**config.mk**
```make
export PLATFORM = sky130hd
export DESIGN_NAME = i2c_slave_indexed_mailbox_top
export DESIGN_NICKNAME = d
export VERILOG_FILES = /design/src/rtl/core/i2cmb_pkg.sv /design/src/rtl/core/i2c_slave_indexed_mailbox_top.sv
export SDC_FILE = /design/constraint.sdc
export NUM_CORES = 1
export LEC_CHECK = 0
export BUFFER_PORTS_ARGS = -buffer_cell sky130_fd_sc_hd__buf_2
export CORE_UTILIZATION = 40
export DETAILED_ROUTE_END_ITERATION = 16
export GPL_TIMING_DRIVEN = 0
export SYNTH_ARGS = -nofsm -noshare
export SYNTH_HDL_FRONTEND = slang
export SYNTH_SLANG_ARGS = --single-unit
```
**constraint.sdc**
```tcl
create_clock -name clk -period 5.3 [get_ports clk]
set_clock_uncertainty 0.15 [all_clocks]
set_input_delay 1.06 -clock clk [delete_from_list [all_inputs] [get_ports clk]]
set_output_delay 1.06 -clock clk [all_outputs]
set_load 0.02 [all_outputs]
```
**src/rtl/core/i2cmb_pkg.sv**
```systemverilog
// Types and event codes shared by the I2C slave mailbox design.
`default_nettype none

package i2cmb_pkg;

    localparam logic [2:0] REQ_ADDR_WRITE = 3'd0;
    localparam logic [2:0] REQ_ADDR_READ  = 3'd1;
    localparam logic [2:0] REQ_RX_BYTE    = 3'd2;
    localparam logic [2:0] REQ_TX_REQUEST = 3'd3;
    localparam logic [2:0] REQ_STOP       = 3'd4;
    localparam logic [2:0] REQ_HOST_READ  = 3'd5;
    localparam logic [2:0] REQ_HOST_CLEAR = 3'd6;

    localparam logic [7:0] TX_IDLE_BYTE = 8'hFF;

    typedef struct packed {
        logic [2:0] req_type;
        logic [7:0] bus_byte;
        logic [1:0] buffer_index;
        logic [4:0] byte_offset;
    } cmd_t;

    typedef struct packed {
        logic [7:0] data_byte;
        logic       mailbox_ready;
        logic       byte_stored;
    } result_t;

    typedef enum logic [1:0] {
        SRC_ZERO = 2'd0,
        SRC_IDLE = 2'd1,
        SRC_MEM  = 2'd2
    } data_src_t;

endpackage

`default_nettype wire

```
**src/rtl/core/i2c_slave_indexed_mailbox_top.sv**
```systemverilog
// I2C slave indexed mailbox: event decode, mailbox state and byte store.
//
//  channel   | handshake          | payload
//  ----------+--------------------+-----------------------------------------
//  command   | start / busy       | cmd    (req_type, bus_byte, buffer_index,
//            |                    |         byte_offset)
//  result    | done (one cycle)   | result (data_byte, mailbox_ready,
//            |                    |         byte_stored)
//
//  One command per cycle; busy is always low.
//  Each command passes through the command register and then the registered
//  read of the byte store before its result is given.
//  Mailbox state and the store are updated at the end of the command cycle, so
//  back-to-back commands see each other's effects in order.
//  Reset clears selection, write position and ready flags; the store is not
//  cleared. The receiver cannot stall; results are never held.
`default_nettype none

module i2c_slave_indexed_mailbox_top
    import i2cmb_pkg::*;
#(
    parameter int MAILBOX_COUNT = 4,
    parameter int MAILBOX_BYTES = 31
)
(
    input  wire logic    clk,
    input  wire logic    rst_n,
    input  wire logic    start,
    output logic         busy,
    input  wire cmd_t    cmd,
    output logic         done,
    output result_t      result
);

    localparam int STRIDE = MAILBOX_BYTES + 1;
    localparam int DEPTH  = MAILBOX_COUNT * STRIDE;
    localparam int ADDR_W = $clog2(DEPTH);
    localparam int SEL_W  = $clog2(MAILBOX_COUNT + 1);
    localparam int IDX_W  = (MAILBOX_COUNT > 1) ? $clog2(MAILBOX_COUNT) : 1;
    localparam int OFF_W  = $clog2(MAILBOX_BYTES + 1);

    logic                     s1_valid_reg;
    cmd_t                     s1_cmd_reg;
    logic                     s2_valid_reg;
    data_src_t                s2_src_reg;
    data_src_t                s2_src_next;
    logic                     s2_rdy_reg;
    logic                     s2_rdy_next;
    logic                     s2_stored_reg;
    logic                     s2_stored_next;

    logic [SEL_W-1:0]         sel_reg;
    logic [SEL_W-1:0]         sel_next;
    logic                     pv_reg;
    logic                     pv_next;
    logic [OFF_W-1:0]         off_reg;
    logic [OFF_W-1:0]         off_next;
    logic [MAILBOX_COUNT-1:0] ready_reg;
    logic [MAILBOX_COUNT-1:0] ready_next;

    logic [7:0]               mem [DEPTH];
    logic [7:0]               mem_rd_reg;
    logic                     mem_we;
    logic [ADDR_W-1:0]        mem_addr;
    logic [7:0]               mem_wdata;

    logic [IDX_W-1:0]         sel_idx;
    logic [IDX_W-1:0]         rx_idx;
    logic [IDX_W-1:0]         host_idx;
    logic [ADDR_W-1:0]        pos_addr;
    logic [ADDR_W-1:0]        host_addr;
    logic                     rx_in_range;
    logic                     host_in_range;
    logic                     hoff_in_range;

    assign busy = 1'b0;

    assign sel_idx       = IDX_W'(sel_reg - SEL_W'(1));
    assign rx_idx        = IDX_W'(s1_cmd_reg.bus_byte - 8'd1);
    assign host_idx      = IDX_W'(s1_cmd_reg.buffer_index);
    assign rx_in_range   = 32'(s1_cmd_reg.bus_byte) inside {[1 : MAILBOX_COUNT]};
    assign host_in_range = 32'(s1_cmd_reg.buffer_index) < MAILBOX_COUNT;
    assign hoff_in_range = 32'(s1_cmd_reg.byte_offset) < STRIDE;
    assign pos_addr      = ADDR_W'(ADDR_W'(sel_idx) * ADDR_W'(STRIDE))
                         + ADDR_W'(off_reg);
    assign host_addr     = ADDR_W'(ADDR_W'(host_idx) * ADDR_W'(STRIDE))
                         + ADDR_W'(s1_cmd_reg.byte_offset);

    always_comb
    begin
        sel_next       = sel_reg;
        pv_next        = pv_reg;
        off_next       = off_reg;
        ready_next     = ready_reg;
        mem_we         = 1'b0;
        mem_addr       = pos_addr;
        mem_wdata      = s1_cmd_reg.bus_byte;
        s2_src_next    = SRC_ZERO;
        s2_rdy_next    = 1'b0;
        s2_stored_next = 1'b0;
        if (s1_valid_reg)
        begin
            case (s1_cmd_reg.req_type)
                REQ_ADDR_WRITE:
                begin
                    sel_next = '0;
                    pv_next  = 1'b0;
                    off_next = '0;
                end
                REQ_RX_BYTE:
                begin
                    if (sel_reg == '0 && !pv_reg)
                    begin
                        if (rx_in_range)
                        begin
                            sel_next = SEL_W'(s1_cmd_reg.bus_byte);
                            if (!ready_reg[rx_idx])
                            begin
                                pv_next        = 1'b1;
                                off_next       = '0;
                                s2_stored_next = 1'b1;
                            end
                        end
                    end
                    else if (pv_reg && 32'(off_reg) < MAILBOX_BYTES)
                    begin
                        mem_we         = 1'b1;
                        off_next       = off_reg + OFF_W'(1);
                        s2_stored_next = 1'b1;
                    end
                end
                REQ_TX_REQUEST:
                begin
                    s2_src_next = pv_reg ? SRC_MEM : SRC_IDLE;
                end
                REQ_STOP:
                begin
                    if (pv_reg)
                    begin
                        mem_we              = 1'b1;
                        mem_wdata           = 8'd0;
                        ready_next[sel_idx] = 1'b1;
                    end
                end
                REQ_HOST_READ:
                begin
                    mem_addr = host_addr;
                    if (host_in_range)
                    begin
                        s2_rdy_next = ready_reg[host_idx];
                        if (hoff_in_range)
                        begin
                            s2_src_next = SRC_MEM;
                        end
                    end
                end
                REQ_HOST_CLEAR:
                begin
                    if (host_in_range)
                    begin
                        s2_rdy_next          = ready_reg[host_idx];
                        ready_next[host_idx] = 1'b0;
                    end
                end
                default:
                begin
                end
            endcase
        end
    end

    always_ff @(posedge clk or negedge rst_n)
    begin
        if (!rst_n)
        begin
            s1_valid_reg <= 1'b0;
            s2_valid_reg <= 1'b0;
            sel_reg      <= '0;
            pv_reg       <= 1'b0;
            off_reg      <= '0;
            ready_reg    <= '0;
        end
        else
        begin
            s1_valid_reg <= start && !busy;
            s2_valid_reg <= s1_valid_reg;
            sel_reg      <= sel_next;
            pv_reg       <= pv_next;
            off_reg      <= off_next;
            ready_reg    <= ready_next;
        end
    end

    always_ff @(posedge clk)
    begin
        if (start && !busy)
        begin
            s1_cmd_reg <= cmd;
        end
        s2_src_reg    <= s2_src_next;
        s2_rdy_reg    <= s2_rdy_next;
        s2_stored_reg <= s2_stored_next;
    end

    always_ff @(posedge clk)
    begin
        if (mem_we)
        begin
            mem[mem_addr] <= mem_wdata;
        end
        mem_rd_reg <= mem[mem_addr];
    end

    always_comb
    begin
        case (s2_src_reg)
            SRC_MEM:  result.data_byte = mem_rd_reg;
            SRC_IDLE: result.data_byte = TX_IDLE_BYTE;
            default:  result.data_byte = 8'd0;
        endcase
        result.mailbox_ready = s2_rdy_reg;
        result.byte_stored   = s2_stored_reg;
    end

    assign done = s2_valid_reg;

    a_pos_needs_sel: assert property (@(posedge clk) disable iff (!rst_n)
        pv_reg |-> (sel_reg != '0))
        else $error("write position held with no mailbox selected");

    a_off_bound: assert property (@(posedge clk) disable iff (!rst_n)
        32'(off_reg) <= MAILBOX_BYTES)
        else $error("write offset past mailbox end");

    a_latency: assert property (@(posedge clk) disable iff (!rst_n)
        (start && !busy) |=> ##1 done)
        else $error("result missing two cycles after transaction");

    a_stored_no_data: assert property (@(posedge clk) disable iff (!rst_n)
        (done && result.byte_stored) |-> (result.data_byte == 8'd0
            && !result.mailbox_ready))
        else $error("rx byte result carries data or ready flag");

endmodule

`default_nettype wire
```
==> results_dict.tcl, run 1 <==
set metrics [dict create \
    status "finished, violations left" \
    violations "max-capacitance violations, max-slew violations" \
    irDropWorstVdd_mv 0.2962 \
    clock_path_buffers 3 \
    cts_sinks 1069 \
    hold_class "primary input to asynchronous set/reset pin" \
    reg2reg_from "s1_valid_reg$_DFF_PN0_" \
    viasPerCell 5.719 \
    r2r_cells 10 \
    period_share_pct 96.58 \
    startpoint_type "flip-flop" \
    grtUsageTotal_pct 21.77 \
    path_clk_slew_ns 0.06 \
    antenna_found_initial 5 \
    wl_per_cell_um 28.73 \
    async_flop_share_pct 1.403 \
    grt_max_degree 97 \
    synth-seq-cells 1069 \
    finalWorstSetupSlack_ns 0.1811 \
    die_x_um 325.3 \
    cp.required_ns 5.74 \
    syn_nets 2470 \
    layout_common_cells "1042 x edfxtp_1, 471 x mux2i_1, 232 x o22ai_1" \
    largest_reg_flops 1024 \
    hold_viol 0 \
    first_iter_violations 2561 \
    grt_pass1_wl_mm 164.2 \
    cp-end-kind "flip-flop" \
    slew_viol_final 1 \
    drc 0 \
    final_common_cell "edfxtp_1" \
    antennaDiodeCount 0 \
    area_growth_pct 13.69 \
    place_ws_ns 0.3630 \
    h-tree-depth 3 \
    clock_tree.root_cell "clkbuf_16" \
    drtPass1Iterations 6 \
    via_count 23200 \
    cts_tree "yes" \
    crit_type "flip-flop to flip-flop" \
    drt_wl_total_mm 116.5 \
    ios 33 \
    cts_setup_buffers 0 \
    syn_area_um2 41800 \
    syn_area_per_cell_um2 17.14 \
    die_h_um 325.3 \
    start_util_pct 40.38 \
    synth_cell_types 46 \
    cts_resized 0 \
    drv_cap 1 \
    r2r-end "mem_rd_reg[4]$_DFF_P_" \
    gp_congestion 0.9702 \
    worstMarginPinSlew_ns 1.498 \
    p_leak_uw 0.01432 \
    ys.flop_type "edfxtp_1" \
    finalSetupViolCount 0 \
    core.rowCount 118 \
    ys_seq_area_share_pct 76.34 \
    layout-drive-gt1-share_pct 11.17 \
    power_density_nw_per_um2 371.2 \
    final.min_clock_period_ns 5.119 \
    overflow 0 \
    post-route-util_pct 45.91 \
    slew_headroom_pct -2.744 \
    cts_made_buffers 105 \
    synth_warnings 0 \
    max_freq_ghz 0.1954 \
    dp_hpwl_mm 81.51 \
    cp.arrival_ns 5.56 \
    grt_setup_unrepaired "false" \
    grt_pass1_vias 22720 \
    cp_max_fo 10 \
    synthCells 2438 \
    port_buffers 31 \
    ant_nets 0 \
    nNetsFinal 2621 \
    reg2reg_slack_ns 0.18 \
    dieArea_um2 105800 \
    coreArea_um2 103500 \
    whs_ns 0.1345 \
    clk_latency_ns 0.69 \
    holdBufCountCts 0 \
    synth-edff-count 1042 \
]
-- worst max-delay path, stage by stage (launching register included) --
cell and delay, ns:
dfrtp_1 0.50, nand4b_1 0.18, buf_4 0.22, mux2i_1 0.42, buf_2 0.41, nand2_1 0.31
clkbuf_1 0.77, o22ai_1 0.24, nor4_1 1.10, a21oi_1 0.24, a2111o_1 0.44
-- layout make-up --
cell class                 count  area [µm²]
fill                        8768       55980
sequential                  1069       31910
multi-input combinational   1228        9097
clock buffer                 128        2775
tap                         1380        1727
buffer                       134       797.0
clock inverter                66       740.7
timing repair buffer          44       447.9
inverter                       7       26.28
-- logic make-up (layout without fill, tap and decap cells) --
group	Yosys count	after routing	share of synthesized area, %
fa+ha+maj	11	11	0.3293
compound gates	330	330	4.903
simple gates	396	396	4.302
flops	1069	1069	76.34
other cells	1	1	0.008972
mux	490	490	12.15
buf+inv	141	379	1.970
-- how the worst max path moves through the flow --
stage,depth (start not counted),end,slack [ns],start
4_1_cts,10,mem_rd_reg[4]$_DFF_P_,0.37,s1_valid_reg$_DFF_PN0_
3_3_place_gp,4,mem[121][1]$_DFFE_PP_,-4.18,s1_valid_reg$_DFF_PN0_
6_report,10,mem_rd_reg[4]$_DFF_P_,0.18,s1_valid_reg$_DFF_PN0_
3_5_place_dp,10,mem_rd_reg[4]$_DFF_P_,0.36,s1_valid_reg$_DFF_PN0_
2_1_floorplan,4,mem[0][0]$_DFFE_PP_,0.46,s1_cmd_reg[17]$_DFFE_PP_
5_1_grt,10,mem_rd_reg[4]$_DFF_P_,0.26,s1_valid_reg$_DFF_PN0_
-- per-stage QoR --
step	cell area, µm²	TNS (ns)	power (µW)	cells
2_1_floorplan	41800	0	9939	2438
3_3_place_gp	43680	-1250.88	10250	3849
3_5_place_dp	44000	0	10250	3862
4_1_cts	47520	0	17710	4056
5_1_grt	47520	0	18080	4056
6_report	47520	0	17640	4056
-- routing by layer --
metal | global-route usage (%) | up-vias | part of all wire (%)
met3 | 4.695 | 194 | 8.7
met5 | 0 | - | 0.0086
met4 | 8.583 | 2 | 3.6
li1 | - | 10010 | -
met1 | 29.62 | 11930 | 41
met2 | 34.09 | 1056 | 46
-- power by group --
group	switching, µW	internal, µW
Clock	3180	4370
Combinational	504	184
Sequential	24.8	9370
-- cell usage after synthesis, types with 4 or more instances --
cell type     n  area (µm²)
dfrtp_1      15       375.4
mux2i_1     471        4715
o21ai_0      12       60.06
mux4_2       13       292.8
a2111o_1      8       90.09
dfxtp_1      12       240.2
mux2_2        5       56.30
nand2b_1      4       25.02
and3_1        6       37.54
nand3_1      24       120.1
edfxtp_1   1042       31290
buf_4         9       67.56
and2_1        8       50.05
nor2_1      150       563.0
nor3b_1       4       30.03
ha_1         11       137.6
nor3_1        4       20.02
buf_6        29       326.6
a31oi_1       8       50.05
nor4_1       63       394.1
buf_1         5       18.77
a21oi_1      56       280.3
o31ai_1       4       30.03
clkbuf_1     57       214.0
inv_1         7       26.28
nand3b_1      5       37.54
o22ai_1     232        1451
buf_2        34       170.2
nand2_1     115       431.7
nor2b_1       5       31.28
No activity file was read; power rests on OpenSTA's default activity.
==> run 2, diff against run 1 <==
--- a/config.mk
+++ b/config.mk
@@ -5,10 +5,12 @@
 export SDC_FILE = /design/constraint.sdc
 export NUM_CORES = 1
 export LEC_CHECK = 0
+export ABC_AREA = 1
 export BUFFER_PORTS_ARGS = -buffer_cell sky130_fd_sc_hd__buf_2
 export CORE_UTILIZATION = 40
 export DETAILED_ROUTE_END_ITERATION = 16
 export GPL_TIMING_DRIVEN = 0
+export SLEW_MARGIN = 5
 export SYNTH_ARGS = -nofsm -noshare
 export SYNTH_HDL_FRONTEND = slang
 export SYNTH_SLANG_ARGS = --single-unit
==> run 2 against run 1 <==
Compared with the run above:
- via count rose by 36%
- register-to-register slack improved by 0.56 ns
- largest cell class unchanged
- non-clock buffer count rose by 83
- the flow now finishes without violations
- highest routed layer unchanged
- critical path depth rose by 1
- largest power group unchanged
==> results_dict.tcl, run 2 <==
set metrics [dict create \
    muxShareOfSynthArea_pct 0 \
    drtPass1Iterations 6 \
    area_growth_pct 13.71 \
    grt_pass1_wl_mm 194.4 \
    hold_viol 0 \
    first_iter_violations 3598 \
    drv_cap 0 \
    cp.arrival_ns 4.72 \
    p_leak_uw 0.02255 \
    via_count 31660 \
    reg2reg_from "s1_cmd_reg[16]$_DFFE_PP_" \
    startpoint_type "flip-flop" \
    cp_max_fo 10 \
    cts_resized 0 \
    finalSetupViolCount 0 \
    finalNonFillerCells 6342 \
    grt_setup_unrepaired "false" \
    worstMarginPinSlew_ns 1.057 \
    syn_nets 4591 \
    syn_area_per_cell_um2 10.22 \
    layout_common_cells "1278 x nand2_1, 1042 x edfxtp_1, 1018 x inv_1" \
    slew_headroom_pct 29.26 \
    clock_path_buffers 3 \
    ys_seq_area_share_pct 68.45 \
    synth_area_leader_cell "edfxtp_1" \
    dp_hpwl_mm 93.28 \
    gp_congestion 0.9231 \
    reg2reg_slack_ns 0.74 \
    synth_cell_types 37 \
    synth_warnings 0 \
    path_clk_slew_ns 0.07 \
    start_util_pct 40.54 \
    cts_made_buffers 108 \
    core.rowCount 124 \
    grt_pass1_vias 29510 \
    power_density_nw_per_um2 347.2 \
    ys.flop_type "edfxtp_1" \
    ant_nets 0 \
    synthTopCellsByArea "edfxtp_1 67%, nand2_1 10%, inv_1 8.2%" \
    max_freq_ghz 0.2194 \
    layout-drive-gt1-share_pct 9.464 \
    synth-xor-area-share_pct 0 \
    period_share_pct 85.99 \
    multi_input_area_um2 9942 \
    h-tree-depth 3 \
    irDropWorstVdd_mv 0.2887 \
    place_ws_ns 0.8227 \
    r2r-end "mem[48][1]$_DFFE_PP_" \
    synth-edff-count 1042 \
    die_h_um 343.4 \
    crit_type "flip-flop to flip-flop" \
    clock_tree.root_cell "clkbuf_16" \
    syn_area_um2 46610 \
    grtUsageTotal_pct 22.77 \
    port_buffers 31 \
    antenna_found_initial 2 \
    synth_common_cells "1278 x nand2_1, 1042 x edfxtp_1, 1018 x inv_1" \
    cts_sinks 1069 \
    dieArea_um2 117900 \
    finalWorstSetupSlack_ns 0.7423 \
    overflow 0 \
    final.min_clock_period_ns 4.558 \
    cts_setup_buffers 0 \
    slew_viol_final 0 \
    synth_top_area_share_pct 67.13 \
    synthCells 4559 \
    regArea_um2 31910 \
    cp.required_ns 5.46 \
    final_common_cell "nand2_1" \
    final.fill_count 10530 \
    largest_reg_flops 1024 \
    ios 33 \
    clk_latency_ns 0.71 \
    cp-end-kind "flip-flop" \
    die_x_um 343.4 \
    yosysMostFrequentCell "nand2_1" \
    drt_wl_total_mm 134.2 \
    drc 0 \
    async_flop_share_pct 1.403 \
    synth-seq-cells 1069 \
    hold_class "primary input to asynchronous set/reset pin" \
    grt_max_degree 39 \
    synth-simple-area-share_pct 19.34 \
    dp.cells 6137 \
    r2r_cells 11 \
    viasPerCell 4.991 \
    yosys.area_share.adder_pct 0.2953 \
    synth_compound_area_share_pct 1.554 \
    nNetsFinal 4767 \
    status "finished clean" \
    coreArea_um2 115000 \
    holdBufCountCts 0 \
    wl_per_cell_um 21.16 \
    cts_tree "yes" \
    synth_top_family_by_area "simple AND/OR/NAND/NOR gates" \
]
## run 2: cell count changes after synthesis, sizes merged, moves of 62 or more
cell,delta
buf,+111
inv,+1016
mux2i,-471
nand2,+1167
nand3,+483
nand4,+78
nor2,+89
nor4,-62
o22ai,-232
## run 2: power breakdown
group / total (µW) / leakage [µW] / internal [µW] / switching, µW
clock: 7650 / 0.00173 / 4360 / 3280
sequential: 9400 / 0.00968 / 9370 / 30.0
combinational: 1350 / 0.0111 / 330 / 1020
## run 2: cell type report
| type | count | share of cell area, % |
|---|---|---|
| diodes | 1 | 0.004721 |
| plain buffers | 195 | 1.858 |
| clock buffers | 137 | 5.500 |
| clock inverters | 67 | 1.100 |
| inverters | 1023 | 7.245 |
| multi-input cells | 2272 | 18.76 |
| flip-flops and latches | 1069 | 60.20 |
| well taps | 1512 | 3.569 |
| repair buffers | 66 | 1.770 |
## run 2: stage by stage
| stage | area, µm² | hold WS [ns] | TNS (ns) | power [µW] | utilization, % |
|---|---|---|---|---|---|
| CTS | 53000 | 0.1052 | 0 | 18440 | 46.10 |
| global route | 53000 | 0.1469 | 0 | 18850 | 46.10 |
| floorplan | 46610 | 0.2635 | 0 | 10250 | - |
| global placement | 48660 | 0.3244 | -5120.39 | 10870 | 42.33 |
| finish | 53000 | 0.1293 | 0 | 18400 | 46.10 |
| detailed placement | 49500 | 0.3300 | 0 | 10910 | 43.06 |
## run 2: worst max-delay path, stage by stage (launching register included)
cell and delay (ns):
edfxtp_1 0.48, nor2_4 0.22, nand2_1 0.11, buf_4 0.19
nand2_1 0.07, nand2_2 0.08, nor2_2 0.37, buf_4 0.40
buf_2 0.33, nand3_2 0.44, buf_2 0.51, nor2_1 0.81
## run 2: kinds of logic after synthesis
family          after synthesis
simple gates               2137
fa+ha+maj                    11
flops                      1069
other cells                   1
compound gates              123
buf+inv                    1218
## run 2: metal layers
layer	wire length [µm]	up-vias	track usage [%]
met1	56240	15100	31.55
met4	5349	2	9.194
met3	11920	250	4.067
met5	13	-	0
met2	60660	1423	35.50
li1	-	14880	-
## run 2: worst max-delay path by stage
stage	to	startpoint	slack (ns)	cells after the start
floorplan	mem[0][0]$_DFFE_PP_	s1_cmd_reg[17]$_DFFE_PP_	0.55	5
global placement	mem[88][3]$_DFFE_PP_	s1_cmd_reg[17]$_DFFE_PP_	-5.72	5
detailed placement	mem[24][0]$_DFFE_PP_	s1_cmd_reg[16]$_DFFE_PP_	0.82	11
CTS	mem[24][4]$_DFFE_PP_	s1_cmd_reg[16]$_DFFE_PP_	0.82	11
global route	mem[24][4]$_DFFE_PP_	s1_cmd_reg[16]$_DFFE_PP_	0.63	11
finish	mem[48][1]$_DFFE_PP_	s1_cmd_reg[16]$_DFFE_PP_	0.74	11
